### src/hdl/gbcd_pkg.sv
package gbcd_pkg;

	// Field and state widths.
	localparam int RAW_W    = 16;
	localparam int CNT_W    = 8;
	localparam int SUM_W    = 24;
	localparam int SQ_W     = 39;
	localparam int DEV_W    = 16;
	localparam int RATE_W   = 21;
	localparam int FS_W     = 11;
	localparam int NUM_AXES = 3;

	// Serial divider and square root sizes.
	localparam int DIV_W  = 47;
	localparam int DVS_W  = 16;
	localparam int ROOT_W = 24;
	localparam int RAD_W  = 2 * ROOT_W;

	// Configuration register indexes.
	localparam int CFG_IDX_W = 2;
	localparam logic [CFG_IDX_W-1:0] CFG_CALIB_COUNT = 2'd0;
	localparam logic [CFG_IDX_W-1:0] CFG_THRESHOLD   = 2'd1;
	localparam logic [CFG_IDX_W-1:0] CFG_SCALE       = 2'd2;

	// Configuration reset values.
	localparam logic [CNT_W-1:0] RST_CALIB_COUNT = 8'd50;
	localparam logic [CNT_W-1:0] RST_THRESHOLD   = 8'd0;
	localparam logic [1:0]       RST_SCALE       = 2'd3;

	// Full scale in degrees per second for each scale code.
	function automatic logic [FS_W-1:0] full_scale_dps(input logic [1:0] sel);
		logic [FS_W-1:0] fs;
		case (sel)
			2'd0:    fs = 11'd250;
			2'd1:    fs = 11'd500;
			2'd2:    fs = 11'd1000;
			default: fs = 11'd2000;
		endcase
		return fs;
	endfunction

endpackage

### src/hdl/gbcd_if.sv
interface gbcd_sample_if;
	import gbcd_pkg::*;
	logic                    valid;
	logic                    ready;
	logic                    command;
	logic signed [RAW_W-1:0] raw_x;
	logic signed [RAW_W-1:0] raw_y;
	logic signed [RAW_W-1:0] raw_z;
	modport source(output valid, command, raw_x, raw_y, raw_z, input ready);
	modport sink(input valid, command, raw_x, raw_y, raw_z, output ready);
endinterface

interface gbcd_result_if;
	import gbcd_pkg::*;
	logic                     valid;
	logic                     ready;
	logic signed [RATE_W-1:0] rate_x;
	logic signed [RATE_W-1:0] rate_y;
	logic signed [RATE_W-1:0] rate_z;
	logic                     is_calibrated;
	logic                     calib_done;
	modport source(output valid, rate_x, rate_y, rate_z, is_calibrated, calib_done,
		input ready);
	modport sink(input valid, rate_x, rate_y, rate_z, is_calibrated, calib_done,
		output ready);
endinterface

interface gbcd_cfg_if;
	import gbcd_pkg::*;
	logic                 valid;
	logic                 ready;
	logic [CFG_IDX_W-1:0] index;
	logic [CNT_W-1:0]     data;
	modport source(output valid, index, data, input ready);
	modport sink(input valid, index, data, output ready);
endinterface

### src/hdl/gbcd_div.sv
module gbcd_div (
	input  logic                        clk,
	input  logic                        arst_n,
	input  logic                        start,
	input  logic [gbcd_pkg::DIV_W-1:0]  dividend,
	input  logic [gbcd_pkg::DVS_W-1:0]  divisor,
	output logic                        done,
	output logic [gbcd_pkg::DIV_W-1:0]  quotient
);
	import gbcd_pkg::*;

	localparam int CW = $clog2(DIV_W + 1);

	logic [DIV_W-1:0] shreg_q;
	logic [DVS_W-1:0] dvs_q;
	logic [DVS_W-1:0] rem_q;
	logic [CW-1:0]    cnt_q;
	logic             busy_q;
	logic             done_q;
	logic [DVS_W:0]   rem_sh;
	logic [DVS_W:0]   rem_nx;
	logic             ge;

	// One restoring step: bring down the next dividend bit and try the subtract.
	always_comb begin
		rem_sh = {rem_q, shreg_q[DIV_W-1]};
		ge     = rem_sh >= {1'b0, dvs_q};
		rem_nx = ge ? rem_sh - {1'b0, dvs_q} : rem_sh;
	end

	// Control: iteration count and completion pulse.
	always_ff @(posedge clk or negedge arst_n) begin
		if (!arst_n) begin
			busy_q <= 1'b0;
			done_q <= 1'b0;
			cnt_q  <= '0;
		end else begin
			done_q <= busy_q && (cnt_q == CW'(1));
			if (start) begin
				busy_q <= 1'b1;
				cnt_q  <= CW'(DIV_W);
			end else if (busy_q) begin
				cnt_q <= cnt_q - CW'(1);
				if (cnt_q == CW'(1))
					busy_q <= 1'b0;
			end
		end
	end

	// Datapath: dividend shifts out as quotient bits shift in.
	always_ff @(posedge clk) begin
		if (start) begin
			shreg_q <= dividend;
			dvs_q   <= divisor;
			rem_q   <= '0;
		end else if (busy_q) begin
			shreg_q <= {shreg_q[DIV_W-2:0], ge};
			rem_q   <= rem_nx[DVS_W-1:0];
		end
	end

	assign done     = done_q;
	assign quotient = shreg_q;
endmodule

### src/hdl/gbcd_sqrt.sv
module gbcd_sqrt (
	input  logic                         clk,
	input  logic                         arst_n,
	input  logic                         start,
	input  logic [gbcd_pkg::RAD_W-1:0]   radicand,
	output logic                         done,
	output logic [gbcd_pkg::ROOT_W-1:0]  root
);
	import gbcd_pkg::*;

	localparam int CW = $clog2(ROOT_W + 1);

	logic [RAD_W-1:0]  rad_q;
	logic [ROOT_W-1:0] root_q;
	logic [ROOT_W:0]   rem_q;
	logic [CW-1:0]     cnt_q;
	logic              busy_q;
	logic              done_q;
	logic [ROOT_W+2:0] rem_sh;
	logic [ROOT_W+2:0] trial;
	logic [ROOT_W+2:0] rem_nx;
	logic              ge;

	// One root digit per cycle from the next two radicand bits.
	always_comb begin
		rem_sh = {rem_q, rad_q[RAD_W-1 -: 2]};
		trial  = {1'b0, root_q, 2'b01};
		ge     = rem_sh >= trial;
		rem_nx = ge ? rem_sh - trial : rem_sh;
	end

	// Control: iteration count and completion pulse.
	always_ff @(posedge clk or negedge arst_n) begin
		if (!arst_n) begin
			busy_q <= 1'b0;
			done_q <= 1'b0;
			cnt_q  <= '0;
		end else begin
			done_q <= busy_q && (cnt_q == CW'(1));
			if (start) begin
				busy_q <= 1'b1;
				cnt_q  <= CW'(ROOT_W);
			end else if (busy_q) begin
				cnt_q <= cnt_q - CW'(1);
				if (cnt_q == CW'(1))
					busy_q <= 1'b0;
			end
		end
	end

	// Datapath shift registers.
	always_ff @(posedge clk) begin
		if (start) begin
			rad_q  <= radicand;
			root_q <= '0;
			rem_q  <= '0;
		end else if (busy_q) begin
			rad_q  <= {rad_q[RAD_W-3:0], 2'b00};
			root_q <= {root_q[ROOT_W-2:0], ge};
			rem_q  <= rem_nx[ROOT_W:0];
		end
	end

	assign done = done_q;
	assign root = root_q;
endmodule

### src/hdl/gyro_bias_calibrate_deadband_core.sv
// Channel   Direction  Carries
// sample    in         command, raw_x, raw_y, raw_z
// result    out        rate_x, rate_y, rate_z, is_calibrated, calib_done
// cfg       in         index, data (0 count, 1 threshold, 2 scale)
//
// One item is processed at a time; the axes go through one after another.
// The sample that completes a run waits on the bit-serial divider, twice per
// axis, and on the square root unit, once per axis.
// Reset clears all sums, bias, deviation and the calibrated flag.
// A held result does not block the next sample; it only stalls its finish.
module gyro_bias_calibrate_deadband_core (
	input  logic          clk,
	input  logic          arst_n,
	gbcd_sample_if.sink   sample,
	gbcd_result_if.source result,
	gbcd_cfg_if.sink      cfg
);
	import gbcd_pkg::*;

	localparam logic [3:0] S_IDLE     = 4'd0;
	localparam logic [3:0] S_C_MUL    = 4'd1;
	localparam logic [3:0] S_C_ADD    = 4'd2;
	localparam logic [3:0] S_F_MUL    = 4'd3;
	localparam logic [3:0] S_F_SQR    = 4'd4;
	localparam logic [3:0] S_F_DIVB   = 4'd5;
	localparam logic [3:0] S_F_DIVB_W = 4'd6;
	localparam logic [3:0] S_F_DIVV   = 4'd7;
	localparam logic [3:0] S_F_DIVV_W = 4'd8;
	localparam logic [3:0] S_F_SQRT_W = 4'd9;
	localparam logic [3:0] S_M_SUB    = 4'd10;
	localparam logic [3:0] S_M_GATE   = 4'd11;
	localparam logic [3:0] S_M_SCALE  = 4'd12;
	localparam logic [3:0] S_OUT      = 4'd13;

	localparam logic [1:0] LAST_AXIS = 2'(NUM_AXES - 1);

	logic [3:0] state_q;
	logic [1:0] axis_q;

	logic [CNT_W-1:0] cfg_count_q;
	logic [CNT_W-1:0] cfg_thr_q;
	logic [1:0]       cfg_scale_q;

	logic signed [RAW_W-1:0]  raw_q   [NUM_AXES];
	logic signed [SUM_W-1:0]  sum_q   [NUM_AXES];
	logic [SQ_W-1:0]          sqsum_q [NUM_AXES];
	logic signed [RAW_W-1:0]  bias_q  [NUM_AXES];
	logic [DEV_W-1:0]         dev_q   [NUM_AXES];
	logic signed [RATE_W-1:0] rate_q  [NUM_AXES];
	logic                     flag_q;
	logic                     done_q;
	logic [CNT_W-1:0]         counter_q;
	logic [CNT_W-1:0]         nsamp_q;

	logic [31:0]              sq_q;
	logic [DIV_W-1:0]         a_q;
	logic [RAD_W-1:0]         b_q;
	logic [SUM_W-1:0]         smag_q;
	logic                     sum_neg_q;
	logic [DVS_W-1:0]         nn_q;
	logic signed [17:0]       c_q;
	logic [23:0]              lim_q;
	logic signed [29:0]       prod_q;

	logic                     res_valid_q;
	logic signed [RATE_W-1:0] res_x_q;
	logic signed [RATE_W-1:0] res_y_q;
	logic signed [RATE_W-1:0] res_z_q;
	logic                     res_cal_q;
	logic                     res_done_q;

	logic signed [RAW_W-1:0] raw_sel;
	logic signed [RAW_W:0]   raw_ext;
	logic [RAW_W:0]          raw_mag;
	logic [33:0]             sq_full;
	logic signed [SUM_W-1:0] sum_sel;
	logic [CNT_W-1:0]        cnt_inc;
	logic [CNT_W-1:0]        n_eff;
	logic [DIV_W-1:0]        a_full;
	logic [RAD_W-1:0]        diff_full;
	logic [DIV_W-1:0]        diff;
	logic signed [17:0]      c_full;
	logic [17:0]             c_mag;
	logic signed [17:0]      c_gated;
	logic signed [29:0]      prod_full;
	logic signed [29:0]      prod_adj;
	logic signed [22:0]      r_sh;
	logic signed [RATE_W-1:0] r_sat;
	logic                    out_free;

	logic             div_start;
	logic [DIV_W-1:0] div_dividend;
	logic [DVS_W-1:0] div_divisor;
	logic             div_done;
	logic [DIV_W-1:0] div_q;
	logic             sqrt_start;
	logic             sqrt_done;
	logic [ROOT_W-1:0] sqrt_root;

	// Per-axis operand selection and arithmetic.
	always_comb begin
		raw_sel   = raw_q[axis_q];
		raw_ext   = {raw_sel[RAW_W-1], raw_sel};
		raw_mag   = raw_ext[RAW_W] ? -raw_ext : raw_ext;
		sq_full   = {17'b0, raw_mag} * {17'b0, raw_mag};
		sum_sel   = sum_q[axis_q];
		cnt_inc   = counter_q + CNT_W'(1);
		n_eff     = (cfg_count_q == '0) ? CNT_W'(1) : cfg_count_q;
		a_full    = DIV_W'(nsamp_q) * DIV_W'(sqsum_q[axis_q]);
		diff_full = ({1'b0, a_q} > b_q) ? ({1'b0, a_q} - b_q) : '0;
		diff      = diff_full[DIV_W-1:0];
		c_full    = 18'(raw_sel) - (flag_q ? 18'(bias_q[axis_q]) : 18'sd0);
		c_mag     = c_q[17] ? 18'(-c_q) : 18'(c_q);
		c_gated   = ((cfg_thr_q != '0) && ({6'b0, c_mag} < lim_q)) ? 18'sd0 : c_q;
		prod_full = 30'(c_gated) * 30'($signed({1'b0, full_scale_dps(cfg_scale_q)}));
		prod_adj  = prod_q + (prod_q[29] ? 30'sd127 : 30'sd0);
		r_sh      = prod_adj[29:7];
		if (r_sh[22:20] == 3'b000 || r_sh[22:20] == 3'b111)
			r_sat = r_sh[RATE_W-1:0];
		else if (r_sh[22])
			r_sat = {1'b1, {(RATE_W-1){1'b0}}};
		else
			r_sat = {1'b0, {(RATE_W-1){1'b1}}};
		out_free = !res_valid_q || result.ready;
	end

	// Shared divider serves both the bias and the variance.
	always_comb begin
		div_start    = (state_q == S_F_DIVB) || (state_q == S_F_DIVV);
		div_dividend = (state_q == S_F_DIVB) ? DIV_W'(smag_q) : diff;
		div_divisor  = (state_q == S_F_DIVB) ? DVS_W'(nsamp_q) : nn_q;
		sqrt_start   = (state_q == S_F_DIVV_W) && div_done;
	end

	gbcd_div u_div (
		.clk      (clk),
		.arst_n   (arst_n),
		.start    (div_start),
		.dividend (div_dividend),
		.divisor  (div_divisor),
		.done     (div_done),
		.quotient (div_q)
	);

	gbcd_sqrt u_sqrt (
		.clk      (clk),
		.arst_n   (arst_n),
		.start    (sqrt_start),
		.radicand (RAD_W'(div_q)),
		.done     (sqrt_done),
		.root     (sqrt_root)
	);

	assign sample.ready = (state_q == S_IDLE);
	assign cfg.ready    = 1'b1;

	// Configuration registers.
	always_ff @(posedge clk or negedge arst_n) begin
		if (!arst_n) begin
			cfg_count_q <= RST_CALIB_COUNT;
			cfg_thr_q   <= RST_THRESHOLD;
			cfg_scale_q <= RST_SCALE;
		end else if (cfg.valid) begin
			case (cfg.index)
				CFG_CALIB_COUNT: cfg_count_q <= cfg.data;
				CFG_THRESHOLD:   cfg_thr_q   <= cfg.data;
				CFG_SCALE:       cfg_scale_q <= cfg.data[1:0];
				default: ;
			endcase
		end
	end

	// Sequencer and calibration state.
	always_ff @(posedge clk or negedge arst_n) begin
		if (!arst_n) begin
			state_q     <= S_IDLE;
			axis_q      <= '0;
			flag_q      <= 1'b0;
			done_q      <= 1'b0;
			counter_q   <= '0;
			res_valid_q <= 1'b0;
			for (int i = 0; i < NUM_AXES; i++) begin
				sum_q[i]   <= '0;
				sqsum_q[i] <= '0;
				bias_q[i]  <= '0;
				dev_q[i]   <= '0;
			end
		end else begin
			// The result register fills from S_OUT and empties on a transaction.
			if ((state_q == S_OUT) && out_free)
				res_valid_q <= 1'b1;
			else if (result.ready)
				res_valid_q <= 1'b0;
			case (state_q)
				S_IDLE: begin
					if (sample.valid) begin
						axis_q  <= '0;
						done_q  <= 1'b0;
						state_q <= sample.command ? S_C_MUL : S_M_SUB;
					end
				end
				S_C_MUL: state_q <= S_C_ADD;
				S_C_ADD: begin
					sum_q[axis_q]   <= sum_sel + SUM_W'(raw_sel);
					sqsum_q[axis_q] <= sqsum_q[axis_q] + SQ_W'(sq_q);
					if (axis_q != LAST_AXIS) begin
						axis_q  <= axis_q + 2'd1;
						state_q <= S_C_MUL;
					end else if (cnt_inc >= n_eff) begin
						counter_q <= '0;
						axis_q    <= '0;
						state_q   <= S_F_MUL;
					end else begin
						counter_q <= cnt_inc;
						state_q   <= S_OUT;
					end
				end
				S_F_MUL:  state_q <= S_F_SQR;
				S_F_SQR:  state_q <= S_F_DIVB;
				S_F_DIVB: state_q <= S_F_DIVB_W;
				S_F_DIVB_W: begin
					if (div_done) begin
						bias_q[axis_q] <= sum_neg_q ? -RAW_W'(div_q) : RAW_W'(div_q);
						state_q        <= S_F_DIVV;
					end
				end
				S_F_DIVV: state_q <= S_F_DIVV_W;
				S_F_DIVV_W: begin
					if (div_done)
						state_q <= S_F_SQRT_W;
				end
				S_F_SQRT_W: begin
					if (sqrt_done) begin
						dev_q[axis_q]   <= (sqrt_root[ROOT_W-1:DEV_W] != '0) ?
							{DEV_W{1'b1}} : sqrt_root[DEV_W-1:0];
						sum_q[axis_q]   <= '0;
						sqsum_q[axis_q] <= '0;
						if (axis_q != LAST_AXIS) begin
							axis_q  <= axis_q + 2'd1;
							state_q <= S_F_MUL;
						end else begin
							flag_q  <= 1'b1;
							done_q  <= 1'b1;
							state_q <= S_OUT;
						end
					end
				end
				S_M_SUB:  state_q <= S_M_GATE;
				S_M_GATE: state_q <= S_M_SCALE;
				S_M_SCALE: begin
					if (axis_q != LAST_AXIS) begin
						axis_q  <= axis_q + 2'd1;
						state_q <= S_M_SUB;
					end else begin
						state_q <= S_OUT;
					end
				end
				S_OUT: begin
					if (out_free)
						state_q <= S_IDLE;
				end
				default: state_q <= S_IDLE;
			endcase
		end
	end

	// Datapath registers.
	always_ff @(posedge clk) begin
		case (state_q)
			S_IDLE: begin
				if (sample.valid) begin
					raw_q[0] <= sample.raw_x;
					raw_q[1] <= sample.raw_y;
					raw_q[2] <= sample.raw_z;
					for (int i = 0; i < NUM_AXES; i++)
						rate_q[i] <= '0;
				end
			end
			S_C_MUL: sq_q <= sq_full[31:0];
			S_C_ADD: nsamp_q <= cnt_inc;
			S_F_MUL: begin
				a_q       <= a_full;
				smag_q    <= sum_sel[SUM_W-1] ? SUM_W'(-sum_sel) : SUM_W'(sum_sel);
				sum_neg_q <= sum_sel[SUM_W-1];
				nn_q      <= DVS_W'(nsamp_q) * DVS_W'(nsamp_q);
			end
			S_F_SQR: b_q <= RAD_W'(smag_q) * RAD_W'(smag_q);
			S_M_SUB: begin
				c_q   <= c_full;
				lim_q <= 24'(cfg_thr_q) * 24'(dev_q[axis_q]);
			end
			S_M_GATE:  prod_q <= prod_full;
			S_M_SCALE: rate_q[axis_q] <= r_sat;
			S_OUT: begin
				if (out_free) begin
					res_x_q    <= rate_q[0];
					res_y_q    <= rate_q[1];
					res_z_q    <= rate_q[2];
					res_cal_q  <= flag_q;
					res_done_q <= done_q;
				end
			end
			default: ;
		endcase
	end

	assign result.valid         = res_valid_q;
	assign result.rate_x        = res_x_q;
	assign result.rate_y        = res_y_q;
	assign result.rate_z        = res_z_q;
	assign result.is_calibrated = res_cal_q;
	assign result.calib_done    = res_done_q;

	// A completed run always leaves the block calibrated.
	a_done_cal: assert property (@(posedge clk) disable iff (!arst_n)
		result.valid && result.calib_done |-> result.is_calibrated)
		else $error("calib_done without is_calibrated");

	// A result that completes a calibration run carries zero rates.
	a_done_zero: assert property (@(posedge clk) disable iff (!arst_n)
		result.valid && result.calib_done |->
		(result.rate_x == '0) && (result.rate_y == '0) && (result.rate_z == '0))
		else $error("calibration result with nonzero rate");

	// The divider only finishes while the sequencer waits for it.
	a_div_wait: assert property (@(posedge clk) disable iff (!arst_n)
		div_done |-> (state_q == S_F_DIVB_W) || (state_q == S_F_DIVV_W))
		else $error("divider finished outside a wait state");

	// The stored sample count never reaches the largest count.
	a_cnt_range: assert property (@(posedge clk) disable iff (!arst_n)
		counter_q != {CNT_W{1'b1}})
		else $error("sample counter overflow");
endmodule
### src/flat_wrapper.sv
// flat-port wrapper written by rule: the top's interface ports become plain ports
module gyro_bias_calibrate_deadband_core_flat import gbcd_pkg::*;
  (clk, arst_n, sample_valid, sample_command, sample_raw_x, sample_raw_y, sample_raw_z, sample_ready, result_valid, result_rate_x, result_rate_y, result_rate_z, result_is_calibrated, result_calib_done, result_ready, cfg_valid, cfg_index, cfg_data, cfg_ready);
  gbcd_sample_if sample_i ();
  gbcd_result_if result_i ();
  gbcd_cfg_if cfg_i ();
  input  logic clk;
  input  logic arst_n;
  input wire logic [$bits(sample_i.valid)-1:0] sample_valid;
  input wire logic [$bits(sample_i.command)-1:0] sample_command;
  input wire logic [$bits(sample_i.raw_x)-1:0] sample_raw_x;
  input wire logic [$bits(sample_i.raw_y)-1:0] sample_raw_y;
  input wire logic [$bits(sample_i.raw_z)-1:0] sample_raw_z;
  output wire logic [$bits(sample_i.ready)-1:0] sample_ready;
  output wire logic [$bits(result_i.valid)-1:0] result_valid;
  output wire logic [$bits(result_i.rate_x)-1:0] result_rate_x;
  output wire logic [$bits(result_i.rate_y)-1:0] result_rate_y;
  output wire logic [$bits(result_i.rate_z)-1:0] result_rate_z;
  output wire logic [$bits(result_i.is_calibrated)-1:0] result_is_calibrated;
  output wire logic [$bits(result_i.calib_done)-1:0] result_calib_done;
  input wire logic [$bits(result_i.ready)-1:0] result_ready;
  input wire logic [$bits(cfg_i.valid)-1:0] cfg_valid;
  input wire logic [$bits(cfg_i.index)-1:0] cfg_index;
  input wire logic [$bits(cfg_i.data)-1:0] cfg_data;
  output wire logic [$bits(cfg_i.ready)-1:0] cfg_ready;
  assign sample_i.valid = sample_valid;
  assign sample_i.command = sample_command;
  assign sample_i.raw_x = sample_raw_x;
  assign sample_i.raw_y = sample_raw_y;
  assign sample_i.raw_z = sample_raw_z;
  assign sample_ready = sample_i.ready;
  assign result_valid = result_i.valid;
  assign result_rate_x = result_i.rate_x;
  assign result_rate_y = result_i.rate_y;
  assign result_rate_z = result_i.rate_z;
  assign result_is_calibrated = result_i.is_calibrated;
  assign result_calib_done = result_i.calib_done;
  assign result_i.ready = result_ready;
  assign cfg_i.valid = cfg_valid;
  assign cfg_i.index = cfg_index;
  assign cfg_i.data = cfg_data;
  assign cfg_ready = cfg_i.ready;
  gyro_bias_calibrate_deadband_core u_core (.clk(clk), .arst_n(arst_n), .sample(sample_i), .result(result_i), .cfg(cfg_i));
endmodule
### config.mk
export PLATFORM = sky130hd
export DESIGN_NAME = gyro_bias_calibrate_deadband_core_flat
export DESIGN_NICKNAME = d
export VERILOG_FILES = /design/src/hdl/gbcd_pkg.sv /design/src/hdl/gbcd_if.sv /design/src/hdl/gbcd_div.sv /design/src/hdl/gbcd_sqrt.sv /design/src/hdl/gyro_bias_calibrate_deadband_core.sv /design/src/flat_wrapper.sv
export SDC_FILE = /design/constraint.sdc
export NUM_CORES = 2
export LEC_CHECK = 0
export BUFFER_PORTS_ARGS = -buffer_cell sky130_fd_sc_hd__buf_2
export CAP_MARGIN = 0
export CORE_ASPECT_RATIO = 0.9
export CORE_MARGIN = 3
export CORE_UTILIZATION = 38
export DETAILED_ROUTE_END_ITERATION = 7
export GPL_TIMING_DRIVEN = 0
export HOLD_SLACK_MARGIN = 0.05
export MAX_ROUTING_LAYER = met4
export PLACE_DENSITY = 0.63
export SLEW_MARGIN = 10
export SYNTH_ARGS = -nofsm -noshare
export SYNTH_HDL_FRONTEND = slang
export SYNTH_HIERARCHICAL = 1
export SYNTH_SLANG_ARGS = --single-unit
### constraint.sdc
create_clock -name clk -period 10.2 [get_ports clk]
set_clock_uncertainty 0.2 [all_clocks]
set_input_delay 1.53 -clock clk [delete_from_list [all_inputs] [get_ports clk]]
set_output_delay 1.53 -clock clk [all_outputs]
set_load 0.01 [all_outputs]
==> results.md <==
- Power density over cell area: roughly 84 mW/mm²
- Drt total wl: 274000 µm
- NetSw: roughly 0.0021 W
- Post-DP HPWL: between 200000 and 250000 µm
- Layout area overhead: 10.0%
- Horiz. Die Dim: 524 µm
- VDD IR-drop max: 147 µV
- CTS sink count: approximately 930
- Worst EP arrival: a little over 10000 ps
- Wire per inst: around 21 µm
- DIE AREA: 0.247 mm²
- Combinational power share: 7.8%
- Clock latency on the worst-skew pair: 750 ps
- CTS clk-pin slew, worst paths: 60 ps
- Final hold viol count: 0
- Clock Tree Root: clkbuf_16
- Worst path slowest cell: clkdlybuf4s15_1
- Layout Nets: 11.5k
- Post-Syn Area per Cell: ~9.8 µm²
- Run status: finished clean
- Final core utilization: 42.2%
- CTS max path bufs: 3
- Post-Syn Area: 0.0917 mm²
- Crit start category: flip-flop
- Vias in the first global route: between 70k and 80k
- Core Area: 0.239 mm²
- Critical Path RT: 10440 ps
- CP max stage delay: about 1000 ps
- Final min period: 9940 ps
- #FFs+latches synth: 931
- CP endpoint kind: flip-flop
- Chip height: 472 µm
- Initial antenna violation count: 23
- Top FF cell, synth: edfxtp_1
- Layout cells sized above 1: under 10%
- Pin count of the biggest net entering global routing: roughly 100
- Leading area contributor after synthesis: fa_1
- Clock network power share: a little under half
- Sw Ratio: 24.2%
- Netlist cell types: 111
- Drc violations: 0
- Power Internal: 0.00645 W
- Sequential share of power: 47.1%
- Async SR Flop Fraction: a little over a third
- Cells along the critical path: clkdlybuf4s15_1, and2_1, fa_1, fa_1, fa_1, inv_1, fa_1, fa_1, fa_1, inv_1, fa_1, ha_1, a21o_1, a2111oi_0, o41ai_1, a41oi_1, a21boi_0, o21ai_1, o21ai_0, a21oi_1, o21ai_0, xnor2_1
- Routed via count: 69.1k
- Pwr Total: 0.00851 W
- Period utilisation layout: 97.5%
- Overflow after GRT: 0
- Initial Util: between 30% and 40%
- Synth top area share: 24.2%
- Synth Instances: 9373
- Post-synthesis sequential area ratio: 27.9%
- Total track usage: between 20% and 30%
- EDFF count, synth: 531
- Synth top area cells: fa_1, edfxtp_1, ha_1
- Post-route ant nets: 0
- CTS Buf Count: 98
- Max_slew headroom: a little under a tenth
- Hold/Removal Path Class: flip-flop to flip-flop
- Least-Margin Pin Slew: 1350 ps
- Leak Pwr: 45.7 nW
- Setup_tns: 0 ps
- Fin worst setup slack: 259 ps
- First-pass GRT wire length: 423000 µm
- Post-CTS Hold Buffers: 0
- Routability-driven placement congestion ratio: 0.999
- Ports: approximately 130
- IO Port Bufs: 130
- Ys Warns: 6
- Fmax: 101 MHz
- CP dominant cell by count: fa_1
- Detailed-route vias per instance: 5.34
- Drt first-iter violations: between 5k and 6k
- Worst-path maximum fanout: 10
- Fin. max-slew vios: 0
- Pre-CTS WS: -696 ps
- H-tree depth: 3
- Final Setup Violations: 0
- Drt first pass iters: 6
- Max Cap Violations: 0
- # rows: 170
- Critical path class: flip-flop to flip-flop
- CTS tree: done
## critical path: cells and delay by family, from the launching register on
family                   cells  cell delay, ps
AO/OA/AOI/OAI                9            2740
XOR/XNOR                     1             550
adder cells (fa/ha/maj)      8            3880
buffers and inverters        3            1110
flip-flops                   1             830
AND/OR/NAND/NOR              1             310
## metrics by stage
| step | hold slack (ps) | instance area, µm² | instances |
|---|---|---|---|
| after floorplan | 200 | 91900 | 9408 |
| after global placement | 203 | 96500 | 12720 |
| after detailed placement | 205 | 97000 | 12741 |
| after CTS | 215 | 101000 | 12926 |
| after global routing | 225 | 101000 | 12948 |
| final | 217 | 101000 | 12950 |
## registers in the layout, indices dropped and copies added, names as in the netlist, 25 cells and up
name                   flops
u_core/a_q                47
u_core/b_q                47
u_core/bias_q             48
u_core/dev_q              48
u_core/prod_q             29
u_core/rate_q             63
u_core/raw_q              48
u_core/sq_q               31
u_core/sqsum_q           117
u_core/sum_q              72
u_core/u_div/quotient     47
u_core/u_sqrt/rad_q       48
u_core/u_sqrt/rem_q       25
## cell type report
| class | count | area, µm² |
|---|---|---|
| clock inverter | 63 | 782 |
| timing repair buffer | 170 | 1230 |
| clock buffer | 121 | 2670 |
| inverter | 1486 | 5580 |
| sequential | 931 | 25600 |
| buffer | 362 | 1560 |
| tap | 3182 | 3980 |
| multi-input combinational | 6623 | 59400 |
| antenna | 12 | 30.0 |
| fill | 23037 | 138000 |
## worst paths after layout
| check | start | to | slack [ps] | cells past startpoint |
|---|---|---|---|---|
| min in group asynchronous | arst_n | u_core/dev_q[43]$_DFFE_PN0P_ | 520 | 1 |
| max in group asynchronous | arst_n | u_core/sqsum_q[113]$_DFFE_PN0P_ | 7480 | 4 |
| hold reg to reg | u_core/rate_q[0][3]$_SDFFCE_PN0P_ | u_core/result.rate_x[3]$_DFFE_PP_ | 220 | 0 |
| setup reg to reg | u_core/smag_q[3]$_DFFE_PP_ | u_core/b_q[40]$_DFFE_PP_ | 260 | 22 |
| setup / recovery | u_core/smag_q[3]$_DFFE_PP_ | u_core/b_q[40]$_DFFE_PP_ | 260 | 22 |
| hold / removal | u_core/rate_q[0][3]$_SDFFCE_PN0P_ | u_core/result.rate_x[3]$_DFFE_PP_ | 220 | 0 |
## per-layer routing
metal  up-vias  GRT usage (%)  wire [µm]
li1      31207              -          -
met1     34905           30.5     117000
met2      2617           35.3     125000
met3       413           4.01      21900
met4         0           7.28       9500
met5         -              -          0
## layout by cell type, fill, tap and decap left out, types with 78 or more instances in the layout
cell type | netlist | layout
a21oi_1 | 332 | 330
mux2i_1 | 141 | 141
ha_1 | 694 | 694
and3_1 | 78 | 78
a21o_1 | 141 | 141
nand2_1 | 1128 | 1127
o21ai_1 | 101 | 103
clkbuf_16 | 0 | 101
clkbuf_1 | 288 | 278
nand3_1 | 131 | 131
nor2_1 | 423 | 417
buf_2 | 21 | 152
fa_1 | 1107 | 1107
o21ai_0 | 507 | 500
inv_1 | 1474 | 1471
edfxtp_1 | 531 | 531
xnor2_1 | 247 | 241
mux2_2 | 133 | 133
and2_1 | 460 | 459
xor2_1 | 157 | 155
dfrtp_1 | 330 | 329
## power groups by stage
stage                     sequential (W)  clock [W]  combinational, W
after floorplan                  0.00408          0          0.000439
after global placement           0.00408          0          0.000647
after detailed placement         0.00408          0          0.000663
after CTS                        0.00401    0.00393          0.000671
after global routing             0.00401    0.00407          0.000753
final                            0.00401    0.00384          0.000665
## timing repair
action / 4_1_cts / 5_1_grt
gates cloned: 0 / 0
pin swaps: 1 / 6
setup endpoints to repair: 34 / 29
gates resized for setup: 24 / 56
setup buffers: 5 / 14
## cells in the mapped netlist (all sizes together), types with 69 or more instances
cell and instances:
nand3 132, and2 460, xor2 157, fa 1107, nor2 424, buf 79
inv 1483, and3 78, o21ai 611, ha 694, mux2 133, dfrtp 330
nand2 1128, mux2i 141, edfxtp 531, a21oi 336, nand2b 69, a21o 142
clkbuf 289, nor2b 73, xnor2 251
## kinds of logic after synthesis
| kind of cell | after synthesis | share of synthesized area [%] |
|---|---|---|
| AOI/OAI and AO/OA | 1534 | 10.4 |
| and+or+nand+nor | 2569 | 13.2 |
| muxes | 274 | 3.17 |
| xor gates and xnor gates | 408 | 3.93 |
| other | 2 | 0.00819 |
| adders and majority gates | 1801 | 33.6 |
| DFF | 931 | 27.9 |
| buffers and inverters | 1854 | 7.76 |
Note: power is estimated with default switching activity, not from simulation.
